## config.mk

```make
export PLATFORM = sky130hd
export DESIGN_NAME = sorted_distance_table_flat
export DESIGN_NICKNAME = d
export VERILOG_FILES = /design/src/rtl/sdt_pkg.sv /design/src/rtl/sdt_ifs.sv /design/src/rtl/sdt_dp.sv /design/src/rtl/sdt_ctrl.sv /design/src/rtl/sorted_distance_table.sv /design/src/flat_wrapper.sv
export SDC_FILE = /design/constraint.sdc
export NUM_CORES = 2
export LEC_CHECK = 0
export CORE_MARGIN = 8
export CORE_UTILIZATION = 45
export DETAILED_ROUTE_END_ITERATION = 8
export DONT_BUFFER_PORTS = 1
export GPL_TIMING_DRIVEN = 0
export PLACE_DENSITY_LB_ADDON = 0.12
export SETUP_SLACK_MARGIN = 0.15
export SYNTH_ARGS = -nofsm -noshare
export SYNTH_HDL_FRONTEND = slang
export SYNTH_HIERARCHICAL = 1
export SYNTH_SLANG_ARGS = --single-unit
```

## constraint.sdc

```tcl
create_clock -name clk_i -period 10.2 [get_ports clk_i]
set_input_delay 2.04 -clock clk_i [delete_from_list [all_inputs] [get_ports clk_i]]
set_output_delay 2.04 -clock clk_i [all_outputs]
set_load 0.05 [all_outputs]
```

## src/rtl/sdt_pkg.sv

```systemverilog
// ----------------------------------------------------------------------------
// sdt_pkg: shared types and constants of the sorted distance table
// Field widths, request and status codes, the fixed-point scale and the
// command and status structs between the controller and the datapath.
// ----------------------------------------------------------------------------
`timescale 1ns / 1ps

package sdt_pkg;

  // Payload field widths.
  localparam int REQ_W   = 3;
  localparam int VALUE_W = 32;
  localparam int STAT_W  = 2;
  localparam int POS_W   = 6;
  localparam int UC_W    = 7;

  // Fixed-point scale: unsigned Q12.20.
  localparam int FRACTION_BITS = 20;

  // One unit in the listing compare; the listing starts from minus one.
  localparam logic [VALUE_W+1:0] ONE_FX = (VALUE_W + 2)'(1) << FRACTION_BITS;

  // Resolution after reset: 1e-5 in the fixed-point scale, rounded down.
  localparam logic [63:0]        ONE_WIDE  = 64'd1 << FRACTION_BITS;
  localparam logic [VALUE_W-1:0] RES_RESET = VALUE_W'(ONE_WIDE / 64'd100000);

  // Request codes.
  typedef enum logic [REQ_W-1:0] {
    REQ_INSERT = 3'd0,
    REQ_FIND   = 3'd1,
    REQ_COUNT  = 3'd2,
    REQ_LIST   = 3'd3,
    REQ_CLEAR  = 3'd4
  } req_e;

  // Result status codes.
  typedef enum logic [STAT_W-1:0] {
    STAT_OK    = 2'd0,
    STAT_FULL  = 2'd1,
    STAT_EMPTY = 2'd2
  } stat_e;

  // Controller states.
  typedef enum logic [3:0] {
    ST_IDLE,
    ST_INS_RD,
    ST_INS_EV,
    ST_INS_PUT,
    ST_FND_RD,
    ST_FND_EV,
    ST_CNT_START,
    ST_CNT_RD,
    ST_CNT_EV,
    ST_EMIT,
    ST_LST_START,
    ST_LST_RD,
    ST_LST_EV,
    ST_LST_FIN
  } state_e;

  // Index counter operations.
  typedef enum logic [2:0] {
    IDX_HOLD,
    IDX_ZERO,
    IDX_OCC,
    IDX_INC,
    IDX_DEC
  } idx_op_e;

  // Result register loads.
  typedef enum logic [2:0] {
    RES_HOLD,
    RES_ZERO,
    RES_EMPTY,
    RES_FULL,
    RES_INS,
    RES_FIND
  } res_op_e;

  // Output register loads.
  typedef enum logic [2:0] {
    OUT_NONE,
    OUT_RES,
    OUT_PEND_MID,
    OUT_PEND_LAST,
    OUT_MARK
  } out_op_e;

  // Commands from the controller to the datapath.
  typedef struct packed {
    logic    load_d;
    idx_op_e idx_op;
    logic    rd_prev;
    logic    mem_we;
    logic    wr_d;
    logic    occ_clr;
    logic    occ_inc;
    res_op_e res_op;
    logic    prev_load;
    logic    cnt_clr;
    logic    cnt_step;
    logic    lst_clr;
    logic    lst_take;
    out_op_e out_op;
  } dp_cmd_t;

  // Status from the datapath to the controller.
  typedef struct packed {
    logic occ_zero;
    logic occ_full;
    logic idx_last;
    logic idx_one;
    logic ge;
    logic listed;
    logic k_last;
    logic pend_valid;
    logic out_free;
  } dp_sts_t;

endpackage

```

## src/rtl/sdt_ifs.sv

```systemverilog
// ----------------------------------------------------------------------------
// sdt_ifs: channel interfaces of the sorted distance table
// Request, result and configuration channels, each with valid and ready.
// ----------------------------------------------------------------------------
`timescale 1ns / 1ps

// Request channel: request type and distance operand.
interface sdt_req_if import sdt_pkg::*; ();
  logic               valid;
  logic               ready;
  logic [REQ_W-1:0]   req_type;
  logic [VALUE_W-1:0] distance;

  modport source (output valid, output req_type, output distance, input ready);
  modport sink   (input valid, input req_type, input distance, output ready);
endinterface

// Result channel: one transaction per result item.
interface sdt_rsp_if import sdt_pkg::*; ();
  logic               valid;
  logic               ready;
  logic [STAT_W-1:0]  status;
  logic [VALUE_W-1:0] value;
  logic [POS_W-1:0]   position;
  logic [UC_W-1:0]    unique_count;
  logic               last;

  modport source (output valid, output status, output value, output position,
                  output unique_count, output last, input ready);
  modport sink   (input valid, input status, input value, input position,
                  input unique_count, input last, output ready);
endinterface

// Configuration channel: write data of the resolution register.
interface sdt_cfg_if import sdt_pkg::*; ();
  logic               valid;
  logic               ready;
  logic [VALUE_W-1:0] data;

  modport source (output valid, output data, input ready);
  modport sink   (input valid, input data, output ready);
endinterface

```

## src/rtl/sdt_dp.sv

```systemverilog
// ----------------------------------------------------------------------------
// sdt_dp: datapath of the sorted distance table
// Table memory, occupancy, index and count registers, the resolution
// register, the compare logic and the result output register.
// ----------------------------------------------------------------------------
`timescale 1ns / 1ps

module sdt_dp import sdt_pkg::*; #(
  parameter int unsigned TABLE_DEPTH = 64
) (
  input  logic               clk_i,
  input  logic               rst_ni,
  input  logic [VALUE_W-1:0] distance_i,
  input  logic               cfg_valid_i,
  input  logic [VALUE_W-1:0] cfg_data_i,
  input  dp_cmd_t            cmd_i,
  output dp_sts_t            sts_o,
  input  logic               rsp_ready_i,
  output logic               rsp_valid_o,
  output logic [STAT_W-1:0]  status_o,
  output logic [VALUE_W-1:0] value_o,
  output logic [POS_W-1:0]   position_o,
  output logic [UC_W-1:0]    unique_count_o,
  output logic               last_o
);

  localparam int unsigned AW = (TABLE_DEPTH > 1) ? $clog2(TABLE_DEPTH) : 1;
  localparam int unsigned IW = AW + 1;

  // Table storage and its registered read data.
  logic [VALUE_W-1:0] mem_q [TABLE_DEPTH];
  logic [VALUE_W-1:0] rdata_q;

  // Control and payload registers.
  logic [VALUE_W-1:0] res_q;
  logic [VALUE_W-1:0] d_q;
  logic [VALUE_W-1:0] prev_q;
  logic [IW-1:0]      occ_q;
  logic [IW-1:0]      idx_q;
  logic [IW-1:0]      cnt_q;
  logic [IW-1:0]      k_q;
  logic [AW-1:0]      pend_pos_q;
  logic               pend_valid_q;
  stat_e              res_status_q;
  logic [VALUE_W-1:0] res_value_q;
  logic [AW-1:0]      res_pos_q;
  logic               out_valid_q;
  stat_e              out_status_q;
  logic [VALUE_W-1:0] out_value_q;
  logic [POS_W-1:0]   out_pos_q;
  logic [UC_W-1:0]    out_uc_q;
  logic               out_last_q;

  // Combinational helpers.
  logic [IW-1:0]      idx_m1;
  logic [AW-1:0]      rd_addr;
  logic [AW-1:0]      wr_addr;
  logic [VALUE_W-1:0] wr_data;
  logic [VALUE_W-1:0] gap;
  logic               gap_big;
  logic               first_big;
  logic               ge;
  logic               take_prev;
  logic               out_free;

  // Addresses: the insert sweep reads one below the slot that it writes.
  assign idx_m1  = idx_q - IW'(1);
  assign rd_addr = cmd_i.rd_prev ? idx_m1[AW-1:0] : idx_q[AW-1:0];
  assign wr_addr = idx_q[AW-1:0];
  assign wr_data = cmd_i.wr_d ? d_q : rdata_q;

  // Compares on the entry just read.
  assign ge        = (rdata_q >= d_q);
  assign gap       = rdata_q - prev_q;
  assign gap_big   = (gap > res_q);
  assign first_big = (({2'b00, rdata_q} + ONE_FX) > {2'b00, res_q});
  assign take_prev = ge && (idx_q != '0) && ((d_q - prev_q) < (rdata_q - d_q));
  assign out_free  = !out_valid_q || rsp_ready_i;

  // Status back to the controller.
  always_comb begin
    sts_o.occ_zero   = (occ_q == '0);
    sts_o.occ_full   = (occ_q == IW'(TABLE_DEPTH));
    sts_o.idx_last   = ((idx_q + IW'(1)) == occ_q);
    sts_o.idx_one    = (idx_q == IW'(1));
    sts_o.ge         = ge;
    sts_o.listed     = pend_valid_q ? gap_big : first_big;
    sts_o.k_last     = ((k_q + IW'(1)) == cnt_q);
    sts_o.pend_valid = pend_valid_q;
    sts_o.out_free   = out_free;
  end

  // Table memory: one write and one registered read per cycle.
  always_ff @(posedge clk_i) begin
    if (cmd_i.mem_we) begin
      mem_q[wr_addr] <= wr_data;
    end
    rdata_q <= mem_q[rd_addr];
  end

  // Resolution register, occupancy and sweep counters.
  always_ff @(posedge clk_i or negedge rst_ni) begin
    if (!rst_ni) begin
      res_q        <= RES_RESET;
      occ_q        <= '0;
      idx_q        <= '0;
      cnt_q        <= '0;
      k_q          <= '0;
      pend_valid_q <= 1'b0;
    end else begin
      if (cfg_valid_i) begin
        res_q <= cfg_data_i;
      end
      if (cmd_i.occ_clr) begin
        occ_q <= '0;
      end else if (cmd_i.occ_inc) begin
        occ_q <= occ_q + IW'(1);
      end
      unique case (cmd_i.idx_op)
        IDX_HOLD: idx_q <= idx_q;
        IDX_ZERO: idx_q <= '0;
        IDX_OCC:  idx_q <= occ_q;
        IDX_INC:  idx_q <= idx_q + IW'(1);
        IDX_DEC:  idx_q <= idx_m1;
        default:  idx_q <= idx_q;
      endcase
      // The first entry counts one, each wide gap one more.
      if (cmd_i.cnt_clr) begin
        cnt_q <= '0;
      end else if (cmd_i.cnt_step) begin
        if (idx_q == '0) begin
          cnt_q <= IW'(1);
        end else if (gap_big) begin
          cnt_q <= cnt_q + IW'(1);
        end
      end
      if (cmd_i.lst_clr) begin
        k_q          <= '0;
        pend_valid_q <= 1'b0;
      end else if (cmd_i.lst_take) begin
        k_q          <= k_q + IW'(1);
        pend_valid_q <= 1'b1;
      end
    end
  end

  // Operand, previous entry and pending listed entry.
  always_ff @(posedge clk_i) begin
    if (cmd_i.load_d) begin
      d_q <= distance_i;
    end
    if (cmd_i.prev_load || cmd_i.lst_take) begin
      prev_q <= rdata_q;
    end
    if (cmd_i.lst_take) begin
      pend_pos_q <= idx_q[AW-1:0];
    end
  end

  // Result of the current request, held until it is sent.
  always_ff @(posedge clk_i) begin
    unique case (cmd_i.res_op)
      RES_HOLD: begin
      end
      RES_ZERO: begin
        res_status_q <= STAT_OK;
        res_value_q  <= '0;
        res_pos_q    <= '0;
      end
      RES_EMPTY: begin
        res_status_q <= STAT_EMPTY;
        res_value_q  <= '0;
        res_pos_q    <= '0;
      end
      // Issued in the accepting cycle, so the operand comes from the port.
      RES_FULL: begin
        res_status_q <= STAT_FULL;
        res_value_q  <= distance_i;
        res_pos_q    <= '0;
      end
      RES_INS: begin
        res_status_q <= STAT_OK;
        res_value_q  <= d_q;
        res_pos_q    <= idx_q[AW-1:0];
      end
      // On a tie the later entry wins, so the earlier one needs a strict win.
      RES_FIND: begin
        res_status_q <= STAT_OK;
        res_value_q  <= take_prev ? prev_q : rdata_q;
        res_pos_q    <= take_prev ? idx_m1[AW-1:0] : idx_q[AW-1:0];
      end
      default: begin
      end
    endcase
  end

  // Output register: valid flag.
  always_ff @(posedge clk_i or negedge rst_ni) begin
    if (!rst_ni) begin
      out_valid_q <= 1'b0;
    end else if (cmd_i.out_op != OUT_NONE) begin
      out_valid_q <= 1'b1;
    end else if (rsp_ready_i) begin
      out_valid_q <= 1'b0;
    end
  end

  // Output register: payload.
  always_ff @(posedge clk_i) begin
    unique case (cmd_i.out_op)
      OUT_NONE: begin
      end
      OUT_RES: begin
        out_status_q <= res_status_q;
        out_value_q  <= res_value_q;
        out_pos_q    <= POS_W'(res_pos_q);
        out_uc_q     <= UC_W'(cnt_q);
        out_last_q   <= 1'b1;
      end
      OUT_PEND_MID, OUT_PEND_LAST: begin
        out_status_q <= STAT_OK;
        out_value_q  <= prev_q;
        out_pos_q    <= POS_W'(pend_pos_q);
        out_uc_q     <= UC_W'(cnt_q);
        out_last_q   <= (cmd_i.out_op == OUT_PEND_LAST);
      end
      // Nothing listed: one closing marker.
      OUT_MARK: begin
        out_status_q <= stat_e'((occ_q == '0) ? STAT_EMPTY : STAT_OK);
        out_value_q  <= '0;
        out_pos_q    <= '0;
        out_uc_q     <= UC_W'(cnt_q);
        out_last_q   <= 1'b1;
      end
      default: begin
      end
    endcase
  end

  assign rsp_valid_o    = out_valid_q;
  assign status_o       = out_status_q;
  assign value_o        = out_value_q;
  assign position_o     = out_pos_q;
  assign unique_count_o = out_uc_q;
  assign last_o         = out_last_q;

endmodule

```

## src/rtl/sdt_ctrl.sv

```systemverilog
// ----------------------------------------------------------------------------
// sdt_ctrl: controller of the sorted distance table
// State machine that sequences the insert, search, count and listing sweeps
// over the table and issues datapath commands.
// ----------------------------------------------------------------------------
`timescale 1ns / 1ps

module sdt_ctrl import sdt_pkg::*; (
  input  logic             clk_i,
  input  logic             rst_ni,
  input  logic             req_valid_i,
  input  logic [REQ_W-1:0] req_type_i,
  output logic             req_ready_o,
  input  dp_sts_t          sts_i,
  output dp_cmd_t          cmd_o
);

  state_e st_q, st_d;
  logic   list_q, list_d;

  // State register.
  always_ff @(posedge clk_i or negedge rst_ni) begin
    if (!rst_ni) begin
      st_q   <= ST_IDLE;
      list_q <= 1'b0;
    end else begin
      st_q   <= st_d;
      list_q <= list_d;
    end
  end

  // Next state and commands.
  always_comb begin
    st_d        = st_q;
    list_d      = list_q;
    cmd_o       = '0;
    req_ready_o = 1'b0;

    unique case (st_q)
      ST_IDLE: begin
        req_ready_o = 1'b1;
        if (req_valid_i) begin
          cmd_o.load_d = 1'b1;
          list_d       = 1'b0;
          unique case (req_type_i)
            REQ_INSERT: begin
              if (sts_i.occ_full) begin
                cmd_o.res_op = RES_FULL;
                st_d         = ST_CNT_START;
              end else if (sts_i.occ_zero) begin
                cmd_o.idx_op = IDX_ZERO;
                st_d         = ST_INS_PUT;
              end else begin
                cmd_o.idx_op = IDX_OCC;
                st_d         = ST_INS_RD;
              end
            end
            REQ_FIND: begin
              if (sts_i.occ_zero) begin
                cmd_o.res_op  = RES_EMPTY;
                cmd_o.cnt_clr = 1'b1;
                st_d          = ST_EMIT;
              end else begin
                cmd_o.idx_op = IDX_ZERO;
                st_d         = ST_FND_RD;
              end
            end
            REQ_COUNT: begin
              cmd_o.res_op = RES_ZERO;
              st_d         = ST_CNT_START;
            end
            REQ_LIST: begin
              list_d = 1'b1;
              st_d   = ST_CNT_START;
            end
            REQ_CLEAR: begin
              cmd_o.occ_clr = 1'b1;
              cmd_o.cnt_clr = 1'b1;
              cmd_o.res_op  = RES_ZERO;
              st_d          = ST_EMIT;
            end
            default: begin
              cmd_o.res_op = RES_ZERO;
              st_d         = ST_CNT_START;
            end
          endcase
        end
      end

      // Insert: walk down from the top, moving up every entry not below d.
      ST_INS_RD: begin
        cmd_o.rd_prev = 1'b1;
        st_d          = ST_INS_EV;
      end
      ST_INS_EV: begin
        if (sts_i.ge) begin
          cmd_o.mem_we = 1'b1;
          cmd_o.idx_op = IDX_DEC;
          st_d         = sts_i.idx_one ? ST_INS_PUT : ST_INS_RD;
        end else begin
          st_d = ST_INS_PUT;
        end
      end
      ST_INS_PUT: begin
        cmd_o.mem_we  = 1'b1;
        cmd_o.wr_d    = 1'b1;
        cmd_o.occ_inc = 1'b1;
        cmd_o.res_op  = RES_INS;
        st_d          = ST_CNT_START;
      end

      // Find: walk up to the first entry not below d, keeping its neighbor.
      ST_FND_RD: begin
        st_d = ST_FND_EV;
      end
      ST_FND_EV: begin
        if (sts_i.ge || sts_i.idx_last) begin
          cmd_o.res_op = RES_FIND;
          st_d         = ST_CNT_START;
        end else begin
          cmd_o.prev_load = 1'b1;
          cmd_o.idx_op    = IDX_INC;
          st_d            = ST_FND_RD;
        end
      end

      // Unique count: one pass over the occupied entries.
      ST_CNT_START: begin
        cmd_o.cnt_clr = 1'b1;
        cmd_o.idx_op  = IDX_ZERO;
        if (sts_i.occ_zero) begin
          st_d = list_q ? ST_LST_START : ST_EMIT;
        end else begin
          st_d = ST_CNT_RD;
        end
      end
      ST_CNT_RD: begin
        st_d = ST_CNT_EV;
      end
      ST_CNT_EV: begin
        cmd_o.cnt_step  = 1'b1;
        cmd_o.prev_load = 1'b1;
        if (sts_i.idx_last) begin
          st_d = list_q ? ST_LST_START : ST_EMIT;
        end else begin
          cmd_o.idx_op = IDX_INC;
          st_d         = ST_CNT_RD;
        end
      end

      // Single result of the request.
      ST_EMIT: begin
        if (sts_i.out_free) begin
          cmd_o.out_op = OUT_RES;
          st_d         = ST_IDLE;
        end
      end

      // Listing: each listed entry is held back until the next one is found,
      // so the final one can carry the last mark.
      ST_LST_START: begin
        cmd_o.idx_op  = IDX_ZERO;
        cmd_o.lst_clr = 1'b1;
        st_d          = sts_i.occ_zero ? ST_LST_FIN : ST_LST_RD;
      end
      ST_LST_RD: begin
        st_d = ST_LST_EV;
      end
      ST_LST_EV: begin
        if (sts_i.listed) begin
          if (!sts_i.pend_valid || sts_i.out_free) begin
            cmd_o.lst_take = 1'b1;
            if (sts_i.pend_valid) begin
              cmd_o.out_op = OUT_PEND_MID;
            end
            if (sts_i.k_last || sts_i.idx_last) begin
              st_d = ST_LST_FIN;
            end else begin
              cmd_o.idx_op = IDX_INC;
              st_d         = ST_LST_RD;
            end
          end
        end else if (sts_i.idx_last) begin
          st_d = ST_LST_FIN;
        end else begin
          cmd_o.idx_op = IDX_INC;
          st_d         = ST_LST_RD;
        end
      end
      ST_LST_FIN: begin
        if (sts_i.out_free) begin
          cmd_o.out_op = sts_i.pend_valid ? OUT_PEND_LAST : OUT_MARK;
          st_d         = ST_IDLE;
        end
      end

      default: begin
        st_d = ST_IDLE;
      end
    endcase
  end

endmodule

```

## src/rtl/sorted_distance_table.sv

```systemverilog
// ----------------------------------------------------------------------------
// sorted_distance_table: ascending distance table with nearest-value search
// Per request, clear and an empty find go straight to the result; count,
// unused codes and a full insert make a count pass; a find walks up, then
// counts; an insert walks down moving entries, writes, then counts; a list
// counts, then makes a listing pass. Reset: empty table, resolution 10. One
// request at a time; idle returns as the last result is registered.
// ----------------------------------------------------------------------------
`timescale 1ns / 1ps

module sorted_distance_table import sdt_pkg::*; #(
  parameter int unsigned TABLE_DEPTH = 64
) (
  input  logic      clk_i,
  input  logic      rst_ni,
  sdt_req_if.sink   req_i,
  sdt_rsp_if.source rsp_o,
  sdt_cfg_if.sink   cfg_i
);

  dp_cmd_t cmd;
  dp_sts_t sts;

  // The resolution register takes a write in any cycle.
  assign cfg_i.ready = 1'b1;

  // Sequencer.
  sdt_ctrl u_ctrl (
    .clk_i       (clk_i),
    .rst_ni      (rst_ni),
    .req_valid_i (req_i.valid),
    .req_type_i  (req_i.req_type),
    .req_ready_o (req_i.ready),
    .sts_i       (sts),
    .cmd_o       (cmd)
  );

  // Table, compares and result register.
  sdt_dp #(
    .TABLE_DEPTH (TABLE_DEPTH)
  ) u_dp (
    .clk_i          (clk_i),
    .rst_ni         (rst_ni),
    .distance_i     (req_i.distance),
    .cfg_valid_i    (cfg_i.valid),
    .cfg_data_i     (cfg_i.data),
    .cmd_i          (cmd),
    .sts_o          (sts),
    .rsp_ready_i    (rsp_o.ready),
    .rsp_valid_o    (rsp_o.valid),
    .status_o       (rsp_o.status),
    .value_o        (rsp_o.value),
    .position_o     (rsp_o.position),
    .unique_count_o (rsp_o.unique_count),
    .last_o         (rsp_o.last)
  );

endmodule

```

## src/flat_wrapper.sv

```systemverilog
// flat-port wrapper written by rule: the top's interface ports become plain ports
module sorted_distance_table_flat import sdt_pkg::*;
#(
  parameter int unsigned TABLE_DEPTH = 64
)
  (clk_i, rst_ni, req_i_valid, req_i_req_type, req_i_distance, req_i_ready, rsp_o_valid, rsp_o_status, rsp_o_value, rsp_o_position, rsp_o_unique_count, rsp_o_last, rsp_o_ready, cfg_i_valid, cfg_i_data, cfg_i_ready);
  sdt_req_if req_i_i ();
  sdt_rsp_if rsp_o_i ();
  sdt_cfg_if cfg_i_i ();
  input  logic clk_i;
  input  logic rst_ni;
  input wire logic [$bits(req_i_i.valid)-1:0] req_i_valid;
  input wire logic [$bits(req_i_i.req_type)-1:0] req_i_req_type;
  input wire logic [$bits(req_i_i.distance)-1:0] req_i_distance;
  output wire logic [$bits(req_i_i.ready)-1:0] req_i_ready;
  output wire logic [$bits(rsp_o_i.valid)-1:0] rsp_o_valid;
  output wire logic [$bits(rsp_o_i.status)-1:0] rsp_o_status;
  output wire logic [$bits(rsp_o_i.value)-1:0] rsp_o_value;
  output wire logic [$bits(rsp_o_i.position)-1:0] rsp_o_position;
  output wire logic [$bits(rsp_o_i.unique_count)-1:0] rsp_o_unique_count;
  output wire logic [$bits(rsp_o_i.last)-1:0] rsp_o_last;
  input wire logic [$bits(rsp_o_i.ready)-1:0] rsp_o_ready;
  input wire logic [$bits(cfg_i_i.valid)-1:0] cfg_i_valid;
  input wire logic [$bits(cfg_i_i.data)-1:0] cfg_i_data;
  output wire logic [$bits(cfg_i_i.ready)-1:0] cfg_i_ready;
  assign req_i_i.valid = req_i_valid;
  assign req_i_i.req_type = req_i_req_type;
  assign req_i_i.distance = req_i_distance;
  assign req_i_ready = req_i_i.ready;
  assign rsp_o_valid = rsp_o_i.valid;
  assign rsp_o_status = rsp_o_i.status;
  assign rsp_o_value = rsp_o_i.value;
  assign rsp_o_position = rsp_o_i.position;
  assign rsp_o_unique_count = rsp_o_i.unique_count;
  assign rsp_o_last = rsp_o_i.last;
  assign rsp_o_i.ready = rsp_o_ready;
  assign cfg_i_i.valid = cfg_i_valid;
  assign cfg_i_i.data = cfg_i_data;
  assign cfg_i_ready = cfg_i_i.ready;
  sorted_distance_table #(.TABLE_DEPTH(TABLE_DEPTH)) u_core (.clk_i(clk_i), .rst_ni(rst_ni), .req_i(req_i_i), .rsp_o(rsp_o_i), .cfg_i(cfg_i_i));
endmodule
```

==> impl_metrics.tcl <==
set metrics [dict create \
    ctsResizeCount 0 \
    synth_compound_area_frac 0.03816 \
    relSlewSlack 0.06521 \
    setup_slack_ps 1713 \
    clk_pin_slew_ps 60 \
    drt_iter0_drc 5756 \
    synth_cells 4897 \
    drcViolationCount 0 \
    yosys_warnings 6 \
    rows 169 \
    hold_viol 0 \
    fp.dieH_microns 478.3 \
    numCtsBuffers 230 \
    status "complete, no violations" \
    post-cts-setup-buffer-count 0 \
    io_buffers 0 \
    power_density_nw_per_um2 341.0 \
    synthSimpleGateAreaFrac 0.02939 \
    ys.flop_type "edfxtp_1" \
    drt-total-wl_microns 268900 \
    firstDrtPassIters 6 \
    synth_adder_area_share 0.02625 \
    yosysTopAreaCell "edfxtp_1" \
    setup_viol 0 \
    ir_worst_vdd_uv 208.3 \
    viasPerCell 6.074 \
    synthMuxAreaShare 0.1651 \
    ant_nets 0 \
    cp-start-kind "flip-flop" \
    synth-xor-area-share 0.01237 \
    ctsHtreeMaxLevel 4 \
    multiInputGateArea_sq_um 26710 \
    cp_data_arrival_time_ps 9210 \
    leakagePower_uw 0.03553 \
    async_flop_share 0.02907 \
    post-place-ws_ps 1715 \
    fillers 16860 \
    clock_sinks 2305 \
    critPathRequiredTime_ps 10920 \
    max_freq_mhz 117.8 \
    final_cell_mix "edfxtp_1, mux4_2, clkbuf_16, ha_1, clkbuf_1" \
    grt_max_degree 68 \
    grt_use_total 0.2315 \
    grt_pass1_vias 49510 \
    worstHoldPathType "flip-flop to flip-flop" \
    crit_path_end_kind "flip-flop" \
    fp.coreArea_sq_um 212300 \
    clock_latency_ps 900 \
    syn_area_sq_um 96170 \
    vias 50070 \
    min_period_over_period 0.8321 \
    die_x_microns 478.3 \
    synth_edf_count 2206 \
    period_needed_ps 8487 \
    ios 123 \
    worst-path-max-fanout 10 \
    rsz0062_at_grt "false" \
    initial_core_util 0.4530 \
    cap_viol_max_count 0 \
    synth_top_area_frac 0.6888 \
    synth_top_family_by_area "multiplexers" \
    die_area_sq_um 228800 \
    cts_tree "built" \
    synth_area_leaders "edfxtp_1, mux4_2, ha_1" \
    drive_above_1_share 0.2409 \
    grt_pass1_wl_microns 377400 \
    drv_slew 0 \
    avgSynthCellArea_sq_um 19.64 \
    tns_ps 0 \
    cts.path.max_buffers 3 \
    dp_hpwl_microns 186700 \
    area_delta_synth_final_pct 13.82 \
    worstSetupPathType "flip-flop to flip-flop" \
    layout_commonest_cell "edfxtp_1" \
    finalNetCount 5486 \
    ys_seq_area_frac 0.7129 \
    synth_nets 5169 \
    antenna_found_initial 21 \
    synth-seq-cells 2305 \
    tightest_slew_ps 1392 \
    fin_skew_ps 51.70 \
    ys_types 80 \
    cts_hold_buf 0 \
    place_congestion 0.8887 \
    detail_route.wl_per_cell_microns 32.62 \
    regArea_sq_um 68560 \
    grt-ovfl-total 0 \
    cts_root_buf "clkbuf_16" \
]
layer usage:
| metal | global-route usage | vias to the layer above | share of wire |
|---|---|---|---|
| li1 | - | 20910 | - |
| met1 | 0.3208 | 26740 | 0.41 |
| met2 | 0.3705 | 2029 | 0.47 |
| met3 | 0.04455 | 370 | 0.079 |
| met4 | 0.07936 | 12 | 0.041 |
| met5 | 0 | - | 0.00030 |
per-stage QoR:
| step | power (uW) | utilization | std cells | cell area (sq um) | hold WS, ps |
|---|---|---|---|---|---|
| 2_1_floorplan | 22830 | - | 4897 | 96170 | 419.6 |
| 3_3_place_gp | 29000 | 0.4696 | 7718 | 99700 | 443.1 |
| 3_5_place_dp | 29340 | 0.4804 | 7803 | 102000 | 450.6 |
| 4_1_cts | 37630 | 0.5152 | 8233 | 109400 | 462.6 |
| 5_1_grt | 38810 | 0.5155 | 8235 | 109400 | 480.3 |
| 6_report | 37320 | 0.5156 | 8243 | 109500 | 458.0 |
final timing paths:
path / start / cells after the start / to / slack (ps)
worst max-delay path: u_core/u_dp/rdata_q[2] / 25 / u_core/u_dp/value_o[20] / 1710
max in group asynchronous: rst_ni / 0 / u_core/u_dp/res_q[3] / 9160
worst min-delay path: u_core/u_dp/cnt_q[3] / 0 / u_core/u_dp/unique_count_o[3] / 460
worst min register to register: u_core/u_dp/cnt_q[3] / 0 / u_core/u_dp/unique_count_o[3] / 460
worst max register to register: u_core/u_dp/rdata_q[2] / 25 / u_core/u_dp/value_o[20] / 1710
min in group asynchronous: rst_ni / 0 / u_core/u_dp/res_q[19] / 850
worst max-delay path, stage by stage, from the launching register on:
cell and delay (ps):
dfxtp_1 630, ha_1 370, a21oi_1 200, a21boi_0 170, o21a_1 230, o31ai_1 430
a31oi_1 240, or3_1 410, a41oi_1 390, a31oi_1 150, xnor2_1 160, ha_1 300
nand4_1 210, or3_1 480, o21ai_0 180, a21oi_1 80, o2bb2ai_1 700, nand2_1 100
o21ai_0 210, nor2_1 80, nor4b_1 510, nor2_1 270, a21oi_1 310, clkbuf_1 670
buf_1 530, a22o_1 290
area by class of cell:
| cell class | instances | area share |
|---|---|---|
| Buffer | 232 | 0.009145 |
| Sequential cell | 2305 | 0.6264 |
| Antenna cell | 10 | 0.0002286 |
| Tap cell | 2821 | 0.03225 |
| Timing Repair Buffer | 85 | 0.01567 |
| Clock buffer | 281 | 0.05518 |
| Clock inverter | 149 | 0.01236 |
| Inverter | 140 | 0.004801 |
| Multi-Input combinational cell | 2220 | 0.2440 |
cells in the mapped netlist (32+ instances only):
master,number
mux4_2,672
o21ai_0,141
edfxtp_1,2206
a22o_1,42
nor2_1,172
dfxtp_1,32
mux2i_1,38
dfrtp_1,65
a22oi_1,34
a21o_1,72
nand2_1,146
buf_2,74
ha_1,197
xnor2_1,78
nand4_1,44
mux2_2,32
inv_1,140
nand3_1,48
xor2_1,56
a21oi_1,119
clkbuf_1,122
power breakdown:
part	total, uW	internal, uW	switching (uW)
clock network	8290	4690	3610
logic	16000	6120	9920
registers	13000	12400	555
cells by family after synthesis:
group                    after synthesis
XOR/XNOR                             135
AND/OR/NAND/NOR                      584
adder cells (fa/ha/maj)              200
other                                  1
buffers and inverters                372
flip-flops                          2305
multiplexers                         742
AO/OA/AOI/OAI                        558
sequential cells by signal, summed over array words and instances, names as in the netlist, 2 cells and up:
register / cells
u_core/u_dp/d_q: 32
u_core/u_dp/prev_q: 32
u_core/u_ctrl/st_q: 4
u_core/u_dp/value_o: 32
u_core/u_dp/k_q: 7
u_core/u_dp/position_o: 6
u_core/u_dp/idx_q: 7
u_core/u_dp/res_q: 32
u_core/u_dp/status_o: 2
u_core/u_dp/rdata_q: 32
u_core/u_dp/res_status_q: 2
u_core/u_dp/mem_q: 2048
u_core/u_dp/unique_count_o: 7
u_core/u_dp/pend_pos_q: 6
u_core/u_dp/occ_q: 7
u_core/u_dp/res_value_q: 32
u_core/u_dp/res_pos_q: 6
u_core/u_dp/cnt_q: 7
(Power assumes the default switching activity.)
